[src/hw/rtl/assert_macros.svh]
// Assertion helpers used by the RTL.
`ifndef ASSERT_MACROS_SVH
`define ASSERT_MACROS_SVH

`ifndef ASSERT_OFF

// Property that must hold at every clock edge outside reset.
`define ASSERT_ALWAYS(lbl, clk, rstn, prop, msg) \
	lbl: assert property (@(posedge clk) disable iff (!rstn) (prop)) else $error(msg);

// Same-cycle implication checked outside reset.
`define ASSERT_IMPLY(lbl, clk, rstn, ante, cons, msg) \
	lbl: assert property (@(posedge clk) disable iff (!rstn) (ante) |-> (cons)) else $error(msg);

`else

`define ASSERT_ALWAYS(lbl, clk, rstn, prop, msg)
`define ASSERT_IMPLY(lbl, clk, rstn, ante, cons, msg)

`endif

`endif

[src/hw/rtl/mmed_pkg.sv]
package mmed_pkg;

	localparam int DEF_MAX_OUTPUT_POSITIONS = 16384;
	localparam int DEF_MAX_PENDING_EVENTS   = 62;

	localparam int SAMPLE_W = 16;
	localparam int HITS_W   = 4;
	localparam int POS_W    = 14;
	localparam int PEND_W   = 6;
	localparam int CNT_W    = 17;
	localparam int SPP_W    = 16;
	localparam int IDX_W    = 7;

	localparam int CMDQ_DEPTH = 4;
	localparam int CMDQ_AW    = 2;

	// configuration register indexes
	localparam logic CFG_SPP  = 1'b0;
	localparam logic CFG_PASS = 1'b1;

	// result kinds
	localparam logic KIND_VALUE = 1'b0;
	localparam logic KIND_EVENT = 1'b1;

	localparam logic signed [SAMPLE_W-1:0] SAMPLE_MAX = 16'sh7FFF;
	localparam logic signed [SAMPLE_W-1:0] SAMPLE_MIN = 16'sh8000;

	// one accepted input that produces results
	typedef struct packed {
		logic [PEND_W-1:0]          n_events;
		logic                       pair;
		logic signed [SAMPLE_W-1:0] v0;
		logic signed [SAMPLE_W-1:0] v1;
		logic [POS_W-1:0]           pos0;
		logic [POS_W-1:0]           pos1;
	} cmd_t;

	function automatic logic [POS_W-1:0] pos_cap_f(input int max_pos);
		int c;
		c = max_pos - 1;
		if (c > (1 << POS_W) - 1) begin
			c = (1 << POS_W) - 1;
		end
		return POS_W'(c);
	endfunction

	function automatic logic [POS_W-1:0] pos_adv(input logic [POS_W-1:0] p,
			input logic [POS_W-1:0] cap);
		return (p < cap) ? p + 1'b1 : p;
	endfunction

endpackage

[src/hw/rtl/min_max_envelope_decimator_top.sv]
// Min/max envelope decimator for waveform display.
// Input queue side: present sample, event_hits and start_channel with push;
// a word is taken on a clock edge with push high and full low. Result queue
// side: while empty is low the oldest result is on kind/value/position/last;
// pop high takes it. last marks the final result of one input word.
// Configuration: cfg_index 0 = samples_per_pixel, 1 = pass_through, written
// when cfg_valid is high (cfg_ready is always high); write only while idle.
// Timing: one input word per cycle while full is low. A taken word's results
// pass through the command queue and the result register. The result stage
// emits one result per cycle while the receiver pops, so a word with k
// results (up to 62 marks plus one or two values) holds it until all are
// out; a four-entry command queue between the sample and result stages
// absorbs them and raises full when it fills; words with no result skip it.
// Reset: samples_per_pixel = 1, pass_through = 1, all running state cleared,
// queues empty. When the receiver stalls, the result is held, the command
// queue fills, and full then stalls the sender.
`include "assert_macros.svh"

module min_max_envelope_decimator_top #(
	parameter int MAX_OUTPUT_POSITIONS = mmed_pkg::DEF_MAX_OUTPUT_POSITIONS,
	parameter int MAX_PENDING_EVENTS   = mmed_pkg::DEF_MAX_PENDING_EVENTS
) (
	input  logic                                 clk,
	input  logic                                 arst_n,
	input  logic                                 push,
	output logic                                 full,
	input  logic signed [mmed_pkg::SAMPLE_W-1:0] sample,
	input  logic [mmed_pkg::HITS_W-1:0]          event_hits,
	input  logic                                 start_channel,
	output logic                                 empty,
	input  logic                                 pop,
	output logic                                 kind,
	output logic signed [mmed_pkg::SAMPLE_W-1:0] value,
	output logic [mmed_pkg::POS_W-1:0]           position,
	output logic                                 last,
	input  logic                                 cfg_valid,
	output logic                                 cfg_ready,
	input  logic                                 cfg_index,
	input  logic [mmed_pkg::SPP_W-1:0]           cfg_data
);
	import mmed_pkg::*;

	localparam logic [POS_W-1:0] PosCap = pos_cap_f(MAX_OUTPUT_POSITIONS);

	cmd_t cmd, head;
	logic cmd_valid, q_full, q_empty, q_pop;

	assign cfg_ready = 1'b1;
	assign full      = q_full;

	mmed_front #(
		.MAX_OUTPUT_POSITIONS(MAX_OUTPUT_POSITIONS),
		.MAX_PENDING_EVENTS  (MAX_PENDING_EVENTS)
	) u_front (
		.clk          (clk),
		.arst_n       (arst_n),
		.push         (push),
		.q_full       (q_full),
		.sample       (sample),
		.event_hits   (event_hits),
		.start_channel(start_channel),
		.cfg_valid    (cfg_valid),
		.cfg_index    (cfg_index),
		.cfg_data     (cfg_data),
		.cmd_valid    (cmd_valid),
		.cmd          (cmd)
	);

	mmed_cmd_queue u_queue (
		.clk    (clk),
		.arst_n (arst_n),
		.wr_en  (cmd_valid),
		.wr_data(cmd),
		.full   (q_full),
		.rd_en  (q_pop),
		.rd_data(head),
		.empty  (q_empty)
	);

	mmed_back u_back (
		.clk     (clk),
		.arst_n  (arst_n),
		.head    (head),
		.q_empty (q_empty),
		.q_pop   (q_pop),
		.pop     (pop),
		.empty   (empty),
		.kind    (kind),
		.value   (value),
		.position(position),
		.last    (last)
	);

	`ASSERT_IMPLY(a_no_write_when_full, clk, arst_n, cmd_valid, !q_full, "command lost: queue full")
	`ASSERT_IMPLY(a_no_read_when_empty, clk, arst_n, q_pop, !q_empty, "dequeue from empty queue")
	`ASSERT_IMPLY(a_mark_value_zero, clk, arst_n, !empty && kind == KIND_EVENT, value == '0, "mark with nonzero value")
	`ASSERT_ALWAYS(a_pos_in_range, clk, arst_n, empty || position <= PosCap, "position above cap")

endmodule

[src/hw/rtl/mmed_front.sv]
module mmed_front #(
	parameter int MAX_OUTPUT_POSITIONS = mmed_pkg::DEF_MAX_OUTPUT_POSITIONS,
	parameter int MAX_PENDING_EVENTS   = mmed_pkg::DEF_MAX_PENDING_EVENTS
) (
	input  logic                                 clk,
	input  logic                                 arst_n,
	input  logic                                 push,
	input  logic                                 q_full,
	input  logic signed [mmed_pkg::SAMPLE_W-1:0] sample,
	input  logic [mmed_pkg::HITS_W-1:0]          event_hits,
	input  logic                                 start_channel,
	input  logic                                 cfg_valid,
	input  logic                                 cfg_index,
	input  logic [mmed_pkg::SPP_W-1:0]           cfg_data,
	output logic                                 cmd_valid,
	output mmed_pkg::cmd_t                       cmd
);
	import mmed_pkg::*;

	localparam logic [POS_W-1:0]  PosCap  = pos_cap_f(MAX_OUTPUT_POSITIONS);
	localparam logic [PEND_W:0]   PendMax = (PEND_W + 1)'(MAX_PENDING_EVENTS);

	logic [SPP_W-1:0]           spp_q;
	logic                       pass_q;
	logic signed [SAMPLE_W-1:0] max_q, min_q;
	logic [CNT_W-1:0]           cnt_q;
	logic [POS_W-1:0]           pos_q;
	logic [PEND_W-1:0]          pend_q;
	logic                       seen_q, closed_q;

	logic                       acc;
	logic                       closed_n;
	logic signed [SAMPLE_W-1:0] max0, min0, max1, min1;
	logic [CNT_W-1:0]           cnt0;
	logic [POS_W-1:0]           pos0, pos1;
	logic [PEND_W-1:0]          pend0, pend1;
	logic [PEND_W:0]            pend_sum;
	logic                       block_done;

	assign acc = push && !q_full;

	always_comb begin
		closed_n = start_channel ? seen_q : closed_q;
		cnt0     = start_channel ? '0 : cnt_q;
		pos0     = start_channel ? '0 : pos_q;
		pend0    = start_channel ? '0 : pend_q;
		max0     = start_channel ? SAMPLE_MIN : max_q;
		min0     = start_channel ? SAMPLE_MAX : min_q;
		pend_sum = {1'b0, pend0} + (PEND_W + 1)'(event_hits);
		if (closed_n) begin
			pend1 = pend0;
		end else if (pend_sum > PendMax) begin
			pend1 = PEND_W'(PendMax);
		end else begin
			pend1 = pend_sum[PEND_W-1:0];
		end
		max1       = (sample > max0) ? sample : max0;
		min1       = (sample < min0) ? sample : min0;
		pos1       = pos_adv(pos0, PosCap);
		block_done = (cnt0 == {spp_q, 1'b0});
	end

	always_comb begin
		cmd.n_events = pend1;
		cmd.pair     = !pass_q;
		cmd.v0       = pass_q ? sample : max1;
		cmd.v1       = min1;
		cmd.pos0     = pos0;
		cmd.pos1     = pos1;
		cmd_valid    = acc && (pass_q || block_done);
	end

	always_ff @(posedge clk or negedge arst_n) begin
		if (!arst_n) begin
			spp_q  <= SPP_W'(1);
			pass_q <= 1'b1;
		end else if (cfg_valid) begin
			unique case (cfg_index)
				CFG_SPP:  spp_q  <= cfg_data;
				CFG_PASS: pass_q <= cfg_data[0];
				default:  ;
			endcase
		end
	end

	always_ff @(posedge clk or negedge arst_n) begin
		if (!arst_n) begin
			max_q    <= SAMPLE_MIN;
			min_q    <= SAMPLE_MAX;
			cnt_q    <= '0;
			pos_q    <= '0;
			pend_q   <= '0;
			seen_q   <= 1'b0;
			closed_q <= 1'b0;
		end else if (acc) begin
			seen_q   <= seen_q | start_channel;
			closed_q <= closed_n;
			if (pass_q) begin
				max_q  <= max0;
				min_q  <= min0;
				cnt_q  <= cnt0;
				pos_q  <= pos1;
				pend_q <= '0;
			end else if (block_done) begin
				max_q  <= SAMPLE_MIN;
				min_q  <= SAMPLE_MAX;
				cnt_q  <= CNT_W'(1);
				pos_q  <= pos_adv(pos1, PosCap);
				pend_q <= '0;
			end else begin
				max_q  <= max1;
				min_q  <= min1;
				cnt_q  <= cnt0 + 1'b1;
				pos_q  <= pos0;
				pend_q <= pend1;
			end
		end
	end

endmodule

[src/hw/rtl/mmed_cmd_queue.sv]
module mmed_cmd_queue (
	input  logic           clk,
	input  logic           arst_n,
	input  logic           wr_en,
	input  mmed_pkg::cmd_t wr_data,
	output logic           full,
	input  logic           rd_en,
	output mmed_pkg::cmd_t rd_data,
	output logic           empty
);
	import mmed_pkg::*;

	cmd_t             mem_q [CMDQ_DEPTH];
	logic [CMDQ_AW:0] wr_ptr_q, rd_ptr_q;

	assign empty   = (wr_ptr_q == rd_ptr_q);
	assign full    = (wr_ptr_q[CMDQ_AW] != rd_ptr_q[CMDQ_AW]) &&
	                 (wr_ptr_q[CMDQ_AW-1:0] == rd_ptr_q[CMDQ_AW-1:0]);
	assign rd_data = mem_q[rd_ptr_q[CMDQ_AW-1:0]];

	always_ff @(posedge clk) begin
		if (wr_en && !full) begin
			mem_q[wr_ptr_q[CMDQ_AW-1:0]] <= wr_data;
		end
	end

	always_ff @(posedge clk or negedge arst_n) begin
		if (!arst_n) begin
			wr_ptr_q <= '0;
			rd_ptr_q <= '0;
		end else begin
			if (wr_en && !full) begin
				wr_ptr_q <= wr_ptr_q + 1'b1;
			end
			if (rd_en && !empty) begin
				rd_ptr_q <= rd_ptr_q + 1'b1;
			end
		end
	end

endmodule

[src/hw/rtl/mmed_back.sv]
module mmed_back (
	input  logic                                 clk,
	input  logic                                 arst_n,
	input  mmed_pkg::cmd_t                       head,
	input  logic                                 q_empty,
	output logic                                 q_pop,
	input  logic                                 pop,
	output logic                                 empty,
	output logic                                 kind,
	output logic signed [mmed_pkg::SAMPLE_W-1:0] value,
	output logic [mmed_pkg::POS_W-1:0]           position,
	output logic                                 last
);
	import mmed_pkg::*;

	logic [IDX_W-1:0]           idx_q;
	logic                       out_valid_q;
	logic                       kind_q, last_q;
	logic signed [SAMPLE_W-1:0] value_q;
	logic [POS_W-1:0]           position_q;

	logic [IDX_W-1:0]           n_ev;
	logic                       step, last_step;
	logic                       r_kind;
	logic signed [SAMPLE_W-1:0] r_value;
	logic [POS_W-1:0]           r_pos;

	// marks first, then one or two values
	always_comb begin
		n_ev      = IDX_W'(head.n_events);
		last_step = (idx_q == n_ev + IDX_W'(head.pair));
		step      = !q_empty && (!out_valid_q || pop);
		q_pop     = step && last_step;
		if (idx_q < n_ev) begin
			r_kind  = KIND_EVENT;
			r_value = '0;
			r_pos   = head.pos0;
		end else if (idx_q == n_ev) begin
			r_kind  = KIND_VALUE;
			r_value = head.v0;
			r_pos   = head.pos0;
		end else begin
			r_kind  = KIND_VALUE;
			r_value = head.v1;
			r_pos   = head.pos1;
		end
	end

	always_ff @(posedge clk or negedge arst_n) begin
		if (!arst_n) begin
			idx_q       <= '0;
			out_valid_q <= 1'b0;
		end else begin
			if (step) begin
				idx_q       <= last_step ? '0 : idx_q + 1'b1;
				out_valid_q <= 1'b1;
			end else if (pop) begin
				out_valid_q <= 1'b0;
			end
		end
	end

	always_ff @(posedge clk) begin
		if (step) begin
			kind_q     <= r_kind;
			value_q    <= r_value;
			position_q <= r_pos;
			last_q     <= last_step;
		end
	end

	assign empty    = !out_valid_q;
	assign kind     = kind_q;
	assign value    = value_q;
	assign position = position_q;
	assign last     = last_q;

endmodule

[config.mk]
export PLATFORM = sky130hd
export DESIGN_NAME = min_max_envelope_decimator_top
export DESIGN_NICKNAME = d
export VERILOG_FILES = /design/src/hw/rtl/mmed_pkg.sv /design/src/hw/rtl/min_max_envelope_decimator_top.sv /design/src/hw/rtl/mmed_front.sv /design/src/hw/rtl/mmed_cmd_queue.sv /design/src/hw/rtl/mmed_back.sv
export VERILOG_INCLUDE_DIRS = /design/src /design/src/hw/rtl
export SDC_FILE = /design/constraint.sdc
export NUM_CORES = 1
export LEC_CHECK = 0
export BUFFER_PORTS_ARGS = -buffer_cell sky130_fd_sc_hd__buf_2
export CAP_MARGIN = 20
export CORE_AREA = 2 2 179 181
export DETAILED_ROUTE_END_ITERATION = 10
export DIE_AREA = 0 0 181 183
export GPL_ROUTABILITY_DRIVEN = 0
export PLACE_DENSITY = 0.87
export SYNTH_ARGS = -nofsm -noshare
export SYNTH_HDL_FRONTEND = slang
export SYNTH_SLANG_ARGS = --single-unit
[constraint.sdc]
create_clock -name clk -period 6.08 [get_ports clk]
set_clock_uncertainty 0.1 [all_clocks]
set_input_delay 0.608 -clock clk [delete_from_list [all_inputs] [get_ports clk]]
set_output_delay 0.608 -clock clk [all_outputs]
set_load 0.1 [all_outputs]
# After elaboration in Yosys (flattened, before gate mapping)
# Memories as Yosys holds them, arrays and structs flattened.
# Cells that the tools add are included.
[word_totals]
regBits = 134
mem_bits_rw = 268
output_inout_bits = 35
memories = 1
in_bits = 43
word_cells = 88
[memory_table]
columns = ["name", "words", "word_bits", "read_ports", "rd_clocked_by_memory_dff", "wr", "line", "text"]
rows = [
  ["u_queue.mem_q", 4, 67, 1, 0, 1, "mmed_cmd_queue.sv:13", "cmd_t mem_q [CMDQ_DEPTH];"],
]
[op_classes]
bitwise_logic = 2
eq_ne = 6
order_cmp = 6
muxes = 32
add_sub_neg = 8
reduce_logical = 16
[ops]
columns = ["operator", "count"]
rows = [
  ["$mux W16", 10],
  ["$mux W14", 7],
  ["$mux W17", 3],
  ["$mux W6", 5],
  ["$add A14 B1 Y14 const B", 2],
  ["$lt A14 B14 Y1 const B", 2],
  ["$add A17 B1 Y17 const B", 1],
  ["$eq A17 B17 Y1", 1],
  ["$gt A16 B16 Y1", 1],
  ["$lt A16 B16 Y1", 1],
  ["$add A6 B1 Y7", 1],
  ["$add A6 B4 Y7", 1],
  ["$add A7 B1 Y7 const B", 1],
  ["$eq A7 B6 Y1", 1],
  ["$eq A7 B7 Y1", 1],
  ["$gt A7 B6 Y1 const B", 1],
  ["$logic_and A1 B1 Y1", 7],
  ["$lt A7 B6 Y1", 1],
  ["$mux W7", 1],
  ["$add A3 B1 Y3 const B", 2],
  ["$mux W1", 6],
  ["$logic_not A1 Y1", 4],
  ["$reduce_and A2 Y1", 2],
  ["$eq A3 B3 Y1", 1],
  ["6 further kinds", 7],
]

# Logic depth before layout (Yosys ltp)
# Gate-level depths: netlist of run 1.
[depth]
depth_word = 8
ltp_mapped = 16
ltp_nobuf = 13

# Hierarchy
# From an unflattened synthesis of run 1, not the netlist that was laid out.
[hier_totals]
hier_cells = 1345
hier_area_um2 = 19015.7
[by_module_without_submodules]
columns = ["mod", "instances", "area_each_um2", "seq_area_each_um2", "cells_per_inst"]
rows = [
  ["mmed_cmd_queue", 1, 10139.7, 8197.9, 399],
  ["mmed_front", 1, 6705.2, 2224.6, 770],
  ["mmed_back", 1, 2159.6, 1161.1, 174],
  ["min_max_envelope_decimator_top", 1, 11.3, 0.0, 2],
]

# Worst setup path before layout of run 1
# Ideal clock, no wire load.
[synth_path]
path_type = "register to register"
start = "reg u_queue.rd_ptr_q[0]"
end = "reg u_back.position_q[10] (netlist: u_back.position[10]) (data pin)"
stages_incl_launch_ff = 13
setup_slack_ns = 1.389
synth_period_minus_slack_ns = 4.691
n_path_buf = 5
arrival_time_ns = 4.331
setup_ns = 0.260
required_ns = 5.720
path_cell_list = "dfrtp_1 buf_2 buf_1 buf_1 mux4_2 ha_1 and4b_1 and4_1 clkbuf_1 a21oi_1 clkbuf_1 mux4_2 mux2_2"
[synth_via]
elab_chain_len = 4
elab_cells_between_ends = 5
classes_between = "order compare (1); eq/ne (1); mux (2); memory (1)"
[synth_rtl]
columns = ["element", "line", "text"]
rows = [
  ["start: declaration", "mmed_cmd_queue.sv:14", "logic [CMDQ_AW:0] wr_ptr_q, rd_ptr_q;"],
  ["start signal: assignment", "mmed_cmd_queue.sv:36", "rd_ptr_q <= rd_ptr_q + 1'b1;"],
  ["$mem_v2 Z4 W67 *", "n/a", ""],
  ["branches (longest 2 deep; another with $lt A7 B6 Y1)", "n/a", ""],
  ["$mux W14 *", "mmed_back.sv:34", "if (idx_q < n_ev) begin"],
  ["net u_back.r_pos[10]", "mmed_back.sv:26", "logic [POS_W-1:0] r_pos;"],
  ["end signal: assignment", "mmed_back.sv:67", "position_q <= r_pos;"],
  ["end: declaration", "mmed_back.sv:20", "logic [POS_W-1:0] position_q;"],
]
# Mark *: on every way through the listed nets, which the timed path passes.
# A chain may end at the register's enable or synchronous reset.

# Worst setup path in the final report of run 1
[layout_path]
start = "reg u_queue.rd_ptr_q[0]"
end = "reg u_back.position_q[0] (netlist: u_back.position[0]) (data pin)"
# Same word-level chain as after synthesis.

==> results of run 1 <==
power groups by stage:
| stage | combinational (mW) | clock [mW] | sequential (mW) |
|---|---|---|---|
| 2_1_floorplan | 1.49 | 0 | 4.68 |
| 3_3_place_gp | 2.78 | 0 | 4.02 |
| 3_5_place_dp | 2.88 | 0 | 4.05 |
| 4_1_cts | 2.92 | 2.41 | 4.00 |
| 5_1_grt | 3.11 | 2.52 | 4.06 |
| 6_report | 2.93 | 2.39 | 4.01 |
worst paths after layout:
kind | startpoint | endpoint | slack [ps]
min in group asynchronous | arst_n | u_queue.rd_ptr_q[2] | 470
worst max-delay path | u_queue.rd_ptr_q[0] | u_back.position[0] | 1510
max in group asynchronous | arst_n | u_front.spp_q[9] | 4070
worst max register to register | u_queue.rd_ptr_q[0] | u_back.position[0] | 1510
worst min register to register | u_front.pend_q[1] | u_front.pend_q[1] | 370
worst min-delay path | pop | u_back.out_valid_q | 150
critical path, cell delays in order, from the launching register on:
cell	delay (ps)
dfrtp_4	950
mux4_2	690
clkinv_1	120
ha_1	240
and4b_1	210
and4_1	520
a21oi_2	300
buf_4	440
mux4_2	400
mux2_2	310
routing by layer:
metal / track usage [%] / up-vias / part of all wire, %
met5: 0 / - / 0
met4: 11.5 / 0 / 4.4
met3: 4.37 / 165 / 9.5
met2: 45.4 / 822 / 48
met1: 36.3 / 6181 / 38
li1: - / 5444 / -
metrics by stage:
stage | power [mW] | area [µm²]
finish | 9.33 | 21100
global route | 9.69 | 21100
CTS | 9.33 | 21100
detailed placement | 6.93 | 19900
global placement | 6.79 | 19900
floorplan | 6.17 | 19000
flip-flops by register name, summed over array words and instances (netlist names), 3 cells and up:
name	cells
u_back.idx_q	7
u_back.position	14
u_back.value	16
u_front.cnt_q	17
u_front.max_q	16
u_front.min_q	16
u_front.pend_q	6
u_front.pos_q	14
u_front.spp_q	16
u_queue.mem_q	268
u_queue.rd_ptr_q	3
u_queue.wr_ptr_q	3
cells in the mapped netlist, types with 7 or more instances:
cell type / instances
edfxtp_1: 300
nand2_1: 116
dfrtp_1: 84
mux4_2: 67
inv_1: 59
o21ai_0: 59
nor2_1: 54
ha_1: 52
a21oi_1: 47
clkbuf_1: 46
mux2i_1: 36
mux2_2: 29
nand3_1: 24
nor2b_1: 22
a21o_1: 21
dfstp_2: 18
o32ai_1: 18
xnor2_1: 18
nand4_1: 17
nand2b_1: 15
o22a_1: 15
and3_1: 13
nor3_1: 13
and2_1: 11
a31oi_1: 10
buf_1: 10
buf_2: 10
o31ai_1: 9
xor2_1: 9
a22o_1: 8
and4_1: 8
a211oi_1: 7
nor4_1: 7
o21ai_1: 7
final cells by class:
type | instances | area [µm²]
sequential | 402 | 11600
fill | 2053 | 10100
multi-input combinational | 835 | 6910
clock buffer | 47 | 1050
timing repair buffer | 100 | 623
tap | 402 | 503
inverter | 66 | 250
clock inverter | 28 | 215
antenna | 1 | 2.50
cell families (layout without fill, tap and decap cells):
| family | Yosys count | after routing |
|---|---|---|
| other cells | 1 | 2 |
| buf+inv | 134 | 241 |
| fa+ha+maj | 53 | 53 |
| compound gates | 264 | 264 |
| flops | 402 | 402 |
| xor+xnor | 27 | 27 |
| mux | 133 | 133 |
| simple gates | 357 | 357 |
repair_timing:
| item | 4_1_cts | 5_1_grt |
|---|---|---|
| hold buffers | 1 | 0 |
| gates resized for setup | 0 | 0 |
| hold endpoints to repair | 19 | 0 |
==> out/qor.yml, run 1 <==
final_layout:
  fin_util_pct: 67.7
  fin_nets: 1542
  synthToLayoutAreaGrowth_pct: 11.3
  final_cells: 1881
  final_common_cell: "edfxtp_1"
  drive_above_1_share_pct: 21.0
  final_cell_mix: "edfxtp_1, nand2_1, dfrtp_1"
setup_path:
  end_kind: "flop"
  rr_worst_depth: 9
  critPathArrivalTime_ps: 4760
  path_class: "flop to flop"
  start_kind: "flop"
  cp.required_ps: 6260
  path_max_fanout: 38
global_route:
  antenna_found_initial: 1
  grt_pass1_vias: 12800
  grt_max_degree: 71
  grt_pass1_wl_um: 70300
  track_usage_pct: 27.3
  overflow: 0
sta:
  setup_tns_ps: 0
  tightestPinTransition_ps: 1040
  grt_setup_unrepaired: "false"
  max_slew_margin_pct: 30.8
  fmax_mhz: 219
  setup_viol: 0
  finalCriticalPeriod_ps: 4570
  min_period_over_period_pct: 75.2
  finalWorstSetupSlack_ps: 1510
  finalHoldViolCount: 0
  worst_hold_slack_ps: 150
  slew_viol_final: 0
floorplanning:
  ios: 78
  die_x_um: 181
  die_area_um2: 33100
  rows: 65
  start_util_pct: 60.8
  core_um2: 31200
  die_h_um: 183
power:
  peakVddDrop_uv: 247
  leakage_nw: 7.88
  combPwrFrac_pct: 31.4
  intPower_mw: 5.85
  clockPowerShare_pct: 25.6
  seqPwrFrac_pct: 43.0
  power.density_nw_per_um2: 441
  power.switching_mw: 3.48
  switching_share_pct: 37.3
drt:
  drtPass1Iterations: 7
  wl_um: 44400
  drc: 0
  wire_per_inst_um: 23.6
  drt_iter0_drc: 1550
  vias: 12600
  viasPerCell: 6.70
  postRouteAntennaNets: 0
logic_synthesis:
  synth_seq_area_share_pct: 61.0
  synth-simple-area-share_pct: 10.2
  synth-seq-cells: 402
  netlist.area_leader.share_pct: 47.4
  synth_xor_area_share_pct: 1.24
  synth_area_um2: 19000
  synth_top_family_by_area: "multiplexers"
  muxShareOfSynthArea_pct: 11.6
  yosysUniqueCellTypes: 92
  synth_fp_nets: 1467
  synth_edf_count: 300
  synthCells: 1371
  synth-compound-area-share_pct: 9.61
  syn_avg_cell_area_um2: 13.9
  yosys_warnings: 0
  synth_area_leader_cell: "edfxtp_1"
  synthAdderAreaFrac_pct: 3.53
  ys_async_sr_fraction_pct: 25.4
  synth_area_leaders: "edfxtp_1, dfrtp_1, mux4_2"
  yosys_most_used_dff: "edfxtp_1"
flow_run:
  cap_viol_max_count: 0
cts:
  cts_tree: "done"
  cts.sinks: 402
  cts_buffer_depth: 3
  clock_latency_ps: 560
  numCtsBuffers: 41
  htree_levels: 2
  postCtsSetupBuffers: 0
  clk_pin_slew_ps: 60
  clock-root-buffer: "clkbuf_16"
placement:
  place_ws_ps: 1170
  io_buffers: 76
  dp_cells: 1803
  detailed_place_hpwl_um: 27400
hold_path:
  min_path_type: "input port to flop"
  hold_depth: 2
run_status:
  status: "completed"
(Power assumes the default switching activity.)
==> inputs of run 2 (changes only) <==
--- a/config.mk
+++ b/config.mk
@@ -6,11 +6,12 @@
 export SDC_FILE = /design/constraint.sdc
 export NUM_CORES = 1
 export LEC_CHECK = 0
+export ABC_AREA = 1
 export BUFFER_PORTS_ARGS = -buffer_cell sky130_fd_sc_hd__buf_2
 export CAP_MARGIN = 20
-export CORE_AREA = 2 2 179 181
+export CORE_AREA = 2 2 182 184
 export DETAILED_ROUTE_END_ITERATION = 10
-export DIE_AREA = 0 0 181 183
+export DIE_AREA = 0 0 184 186
 export GPL_ROUTABILITY_DRIVEN = 0
 export PLACE_DENSITY = 0.87
 export SYNTH_ARGS = -nofsm -noshare
==> constraint.sdc (replaced) <==
create_clock -name clk -period 4.29 [get_ports clk]
set_clock_uncertainty 0.1 [all_clocks]
set_input_delay 0.429 -clock clk [delete_from_list [all_inputs] [get_ports clk]]
set_output_delay 0.429 -clock clk [all_outputs]
set_load 0.1 [all_outputs]
==> run 2 against run 1 <==
Area after synthesis up 4.3%; sequential power is 51% higher; die area increased by 3.3%; global-route usage increased by 1.4 points; largest cell class unchanged; largest power group is now combinational cells.
==> out/qor.yml, run 2 <==
placement:
  dp_cells: 2464  # +37%
  place_ws_ps: 577  # -592 ps
  detailed_place_hpwl_um: 30000  # +9.7%
  io_buffers: 76  # unchanged
power:
  leakage_nw: 8.96  # +14%
  power.density_nw_per_um2: 732  # +66%
  peakVddDrop_uv: 407  # +65%
setup_path:
  end_kind: "flop"
  critPathArrivalTime_ps: 4060  # -700 ps
  cp_slowest_stage_delay_ps: 780  # -170 ps
  path_class: "flop to flop"
  cp_slowest_cell: "dfrtp_4"
  crit_path_frequent_cell: "o21ai_0"
  start_kind: "flop"
  cp.required_ps: 4610  # -1650 ps
  critPathLaunch: "u_queue.rd_ptr_q[0]"
  path_max_fanout: 49  # +29%
  path_cells: "clkinv_2, buf_4, o21ai_0, o22ai_1, ha_1, ha_1, nand3_1, nand2_1, xor2_1, nor2_1, o21ai_0, nor3_1, nand3_2, nand2_1, o21ai_0"
  r2r-start: "u_queue.rd_ptr_q[0]"
sta:
  min_period_over_period_pct: 87.2  # +12 points
  fmax_mhz: 267  # +22%
  setup_viol: 0  # unchanged
  tightestPinTransition_ps: 923  # -114 ps
  finalHoldViolCount: 0  # unchanged
  finalCriticalPeriod_ps: 3740  # -833 ps
  max_slew_margin_pct: 38.5  # +7.6 points
  finalWorstSetupSlack_ps: 549  # -957 ps
  slew_viol_final: 0  # unchanged
  grt_setup_unrepaired: "false"
cts:
  clk_pin_slew_ps: 60  # about the same
  clock-root-buffer: "clkbuf_16"
  numCtsBuffers: 41  # unchanged
  cts_buffer_depth: 3  # unchanged
  cts_hold_buf: 2  # +1
  cts_tree: "done"
  clock_latency_ps: 540  # -20 ps
  htree_levels: 2  # unchanged
  postCtsSetupBuffers: 0  # unchanged
  cts.sinks: 402  # unchanged
  postCtsResizedCells: 0  # unchanged
logic_synthesis:
  netlist.area_leader.share_pct: 45.5  # -2.0 points
  synth_fp_nets: 2143  # +46%
  ys_async_sr_fraction_pct: 25.4  # unchanged
  synth_seq_area_share_pct: 58.4  # -2.5 points
  yosys_most_used_dff: "edfxtp_1"
  synth_edf_count: 300  # unchanged
  yosysMostFrequentCell: "nand2_1"
  synth-seq-cells: 402  # unchanged
  synth_area_leaders: "edfxtp_1, dfrtp_1, nand2_1"
  synthCells: 2047  # +49%
  yosys_warnings: 0  # unchanged
  synthTopCellsByCount: "nand2_1, edfxtp_1, nor2_1, o21ai_0, inv_1"
  yosysUniqueCellTypes: 55  # -40%
  synth_area_leader_cell: "edfxtp_1"
  syn_avg_cell_area_um2: 9.68  # -30%
  synth_area_um2: 19800  # +4.3%
final_layout:
  largest_reg_flops: 268  # unchanged
  n_antenna_cell: 0  # -1
  final_cell_mix: "nand2_1, edfxtp_1, nor2_1"
  fin_nets: 2199  # +43%
  drive_above_1_share_pct: 12.8  # -8.2 points
  final_cells: 2540  # +35%
  final_common_cell: "nand2_1"
  synthToLayoutAreaGrowth_pct: 10.7
global_route:
  grt_pass1_vias: 15100  # +19%
  overflow: 0  # unchanged
  track_usage_pct: 28.7  # +1.4 points
  antenna_found_initial: 0  # -1
  grt_max_degree: 91  # +28%
  grt_pass1_wl_um: 76400  # +8.7%
floorplanning:
  rows: 66  # +1.5%
  ios: 78  # unchanged
  die_area_um2: 34200  # +3.3%
  die_h_um: 186  # +1.6%
  die_x_um: 184  # +1.7%
  core_um2: 32200  # +3.1%
  start_util_pct: 61.5  # +0.71 points
drt:
  drtPass1Iterations: 6  # -1
  viasPerCell: 6.18  # -7.9%
  vias: 15700  # +24%
  postRouteAntennaNets: 0  # unchanged
  wl_um: 48000  # +8.2%
  drc: 0  # unchanged
  drt_iter0_drc: 2106  # +36%
  wire_per_inst_um: 18.9  # -20%
flow_run:
  cap_viol_max_count: 0  # unchanged
hold_path:
  hold_start: "cfg_data[3]"
  min_path_type: "input port to flop"
run_status:
  status: "completed"
==> run 2: changes by cell type in the layout (fill, tap and decap cells not counted), moves of 29 or more <==
cell     before  now
mux2i_1      36    0
nand3_1      24  118
nor2_1       54  285
o22ai_1       2   35
nand2_1     116  418
a21oi_1      45   74
mux4_2       67    0
o21ai_0      58  196
inv_1        59  131
==> run 2: through the flow <==
stage	total power [mW]	hold slack (ps)	util (%)	cell area (µm²)	setup TNS, ps
floorplan	10.7	33.4	-	19800	-171510
CTS	16.0	8.28	68.0	21900	0
finish	16.0	20.9	68.1	21900	0
global route	16.9	12.3	68.1	21900	0
detailed placement	12.3	351	63.8	20600	0
global placement	12.0	344	63.8	20600	0
==> run 2: cell families after synthesis <==
logic type	share of synthesized area (%)
buffers and inverters	4.95
muxes	0.795
adders and majority gates	3.38
xor gates and xnor gates	1.55
DFF	58.4
AOI/OAI and AO/OA	10.5
other	0.0189
and+or+nand+nor	20.4
==> run 2: metal layers <==
layer / track usage [%] / part of all wire (%)
met5: 0 / 0
met4: 11.0 / 2.7
met3: 5.52 / 12
met2: 45.3 / 46
met1: 39.7 / 40
==> run 2: where the power goes <==
| group | switching [mW] | total, mW | internal [mW] |
|---|---|---|---|
| clock | 1.46 | 3.56 | 2.10 |
| sequential | 0.497 | 6.07 | 5.57 |
| combinational | 4.82 | 6.42 | 1.60 |
==> run 2: worst paths after layout <==
check	to	cells after the start	slack, ps
max in group asynchronous	u_front.pass_q	3	2970
worst max-delay path	u_queue.rd_ptr_q[2]	15	550
worst min register to register	u_front.seen_q	2	360
min in group asynchronous	u_front.max_q[4]	2	340
worst min-delay path	u_front.spp_q[3]	2	20
worst max register to register	u_queue.rd_ptr_q[2]	15	550
==> run 2: area by class of cell <==
class	instances	area (µm²)
fillers	2205	10300
inverters	139	531
multi-input cells	1411	7280
flip-flops and latches	402	11600
clock buffers	57	1140
well taps	408	510
repair buffers	108	701
clock inverters	15	190
==> run 2: critical path, delay by kind of cell, from the launching register on <==
family	cells	cell delay [ps]
DFF	1	780
and+or+nand+nor	6	960
adders and majority gates	2	450
AOI/OAI and AO/OA	4	500
xor gates and xnor gates	1	150
buffers and inverters	2	680
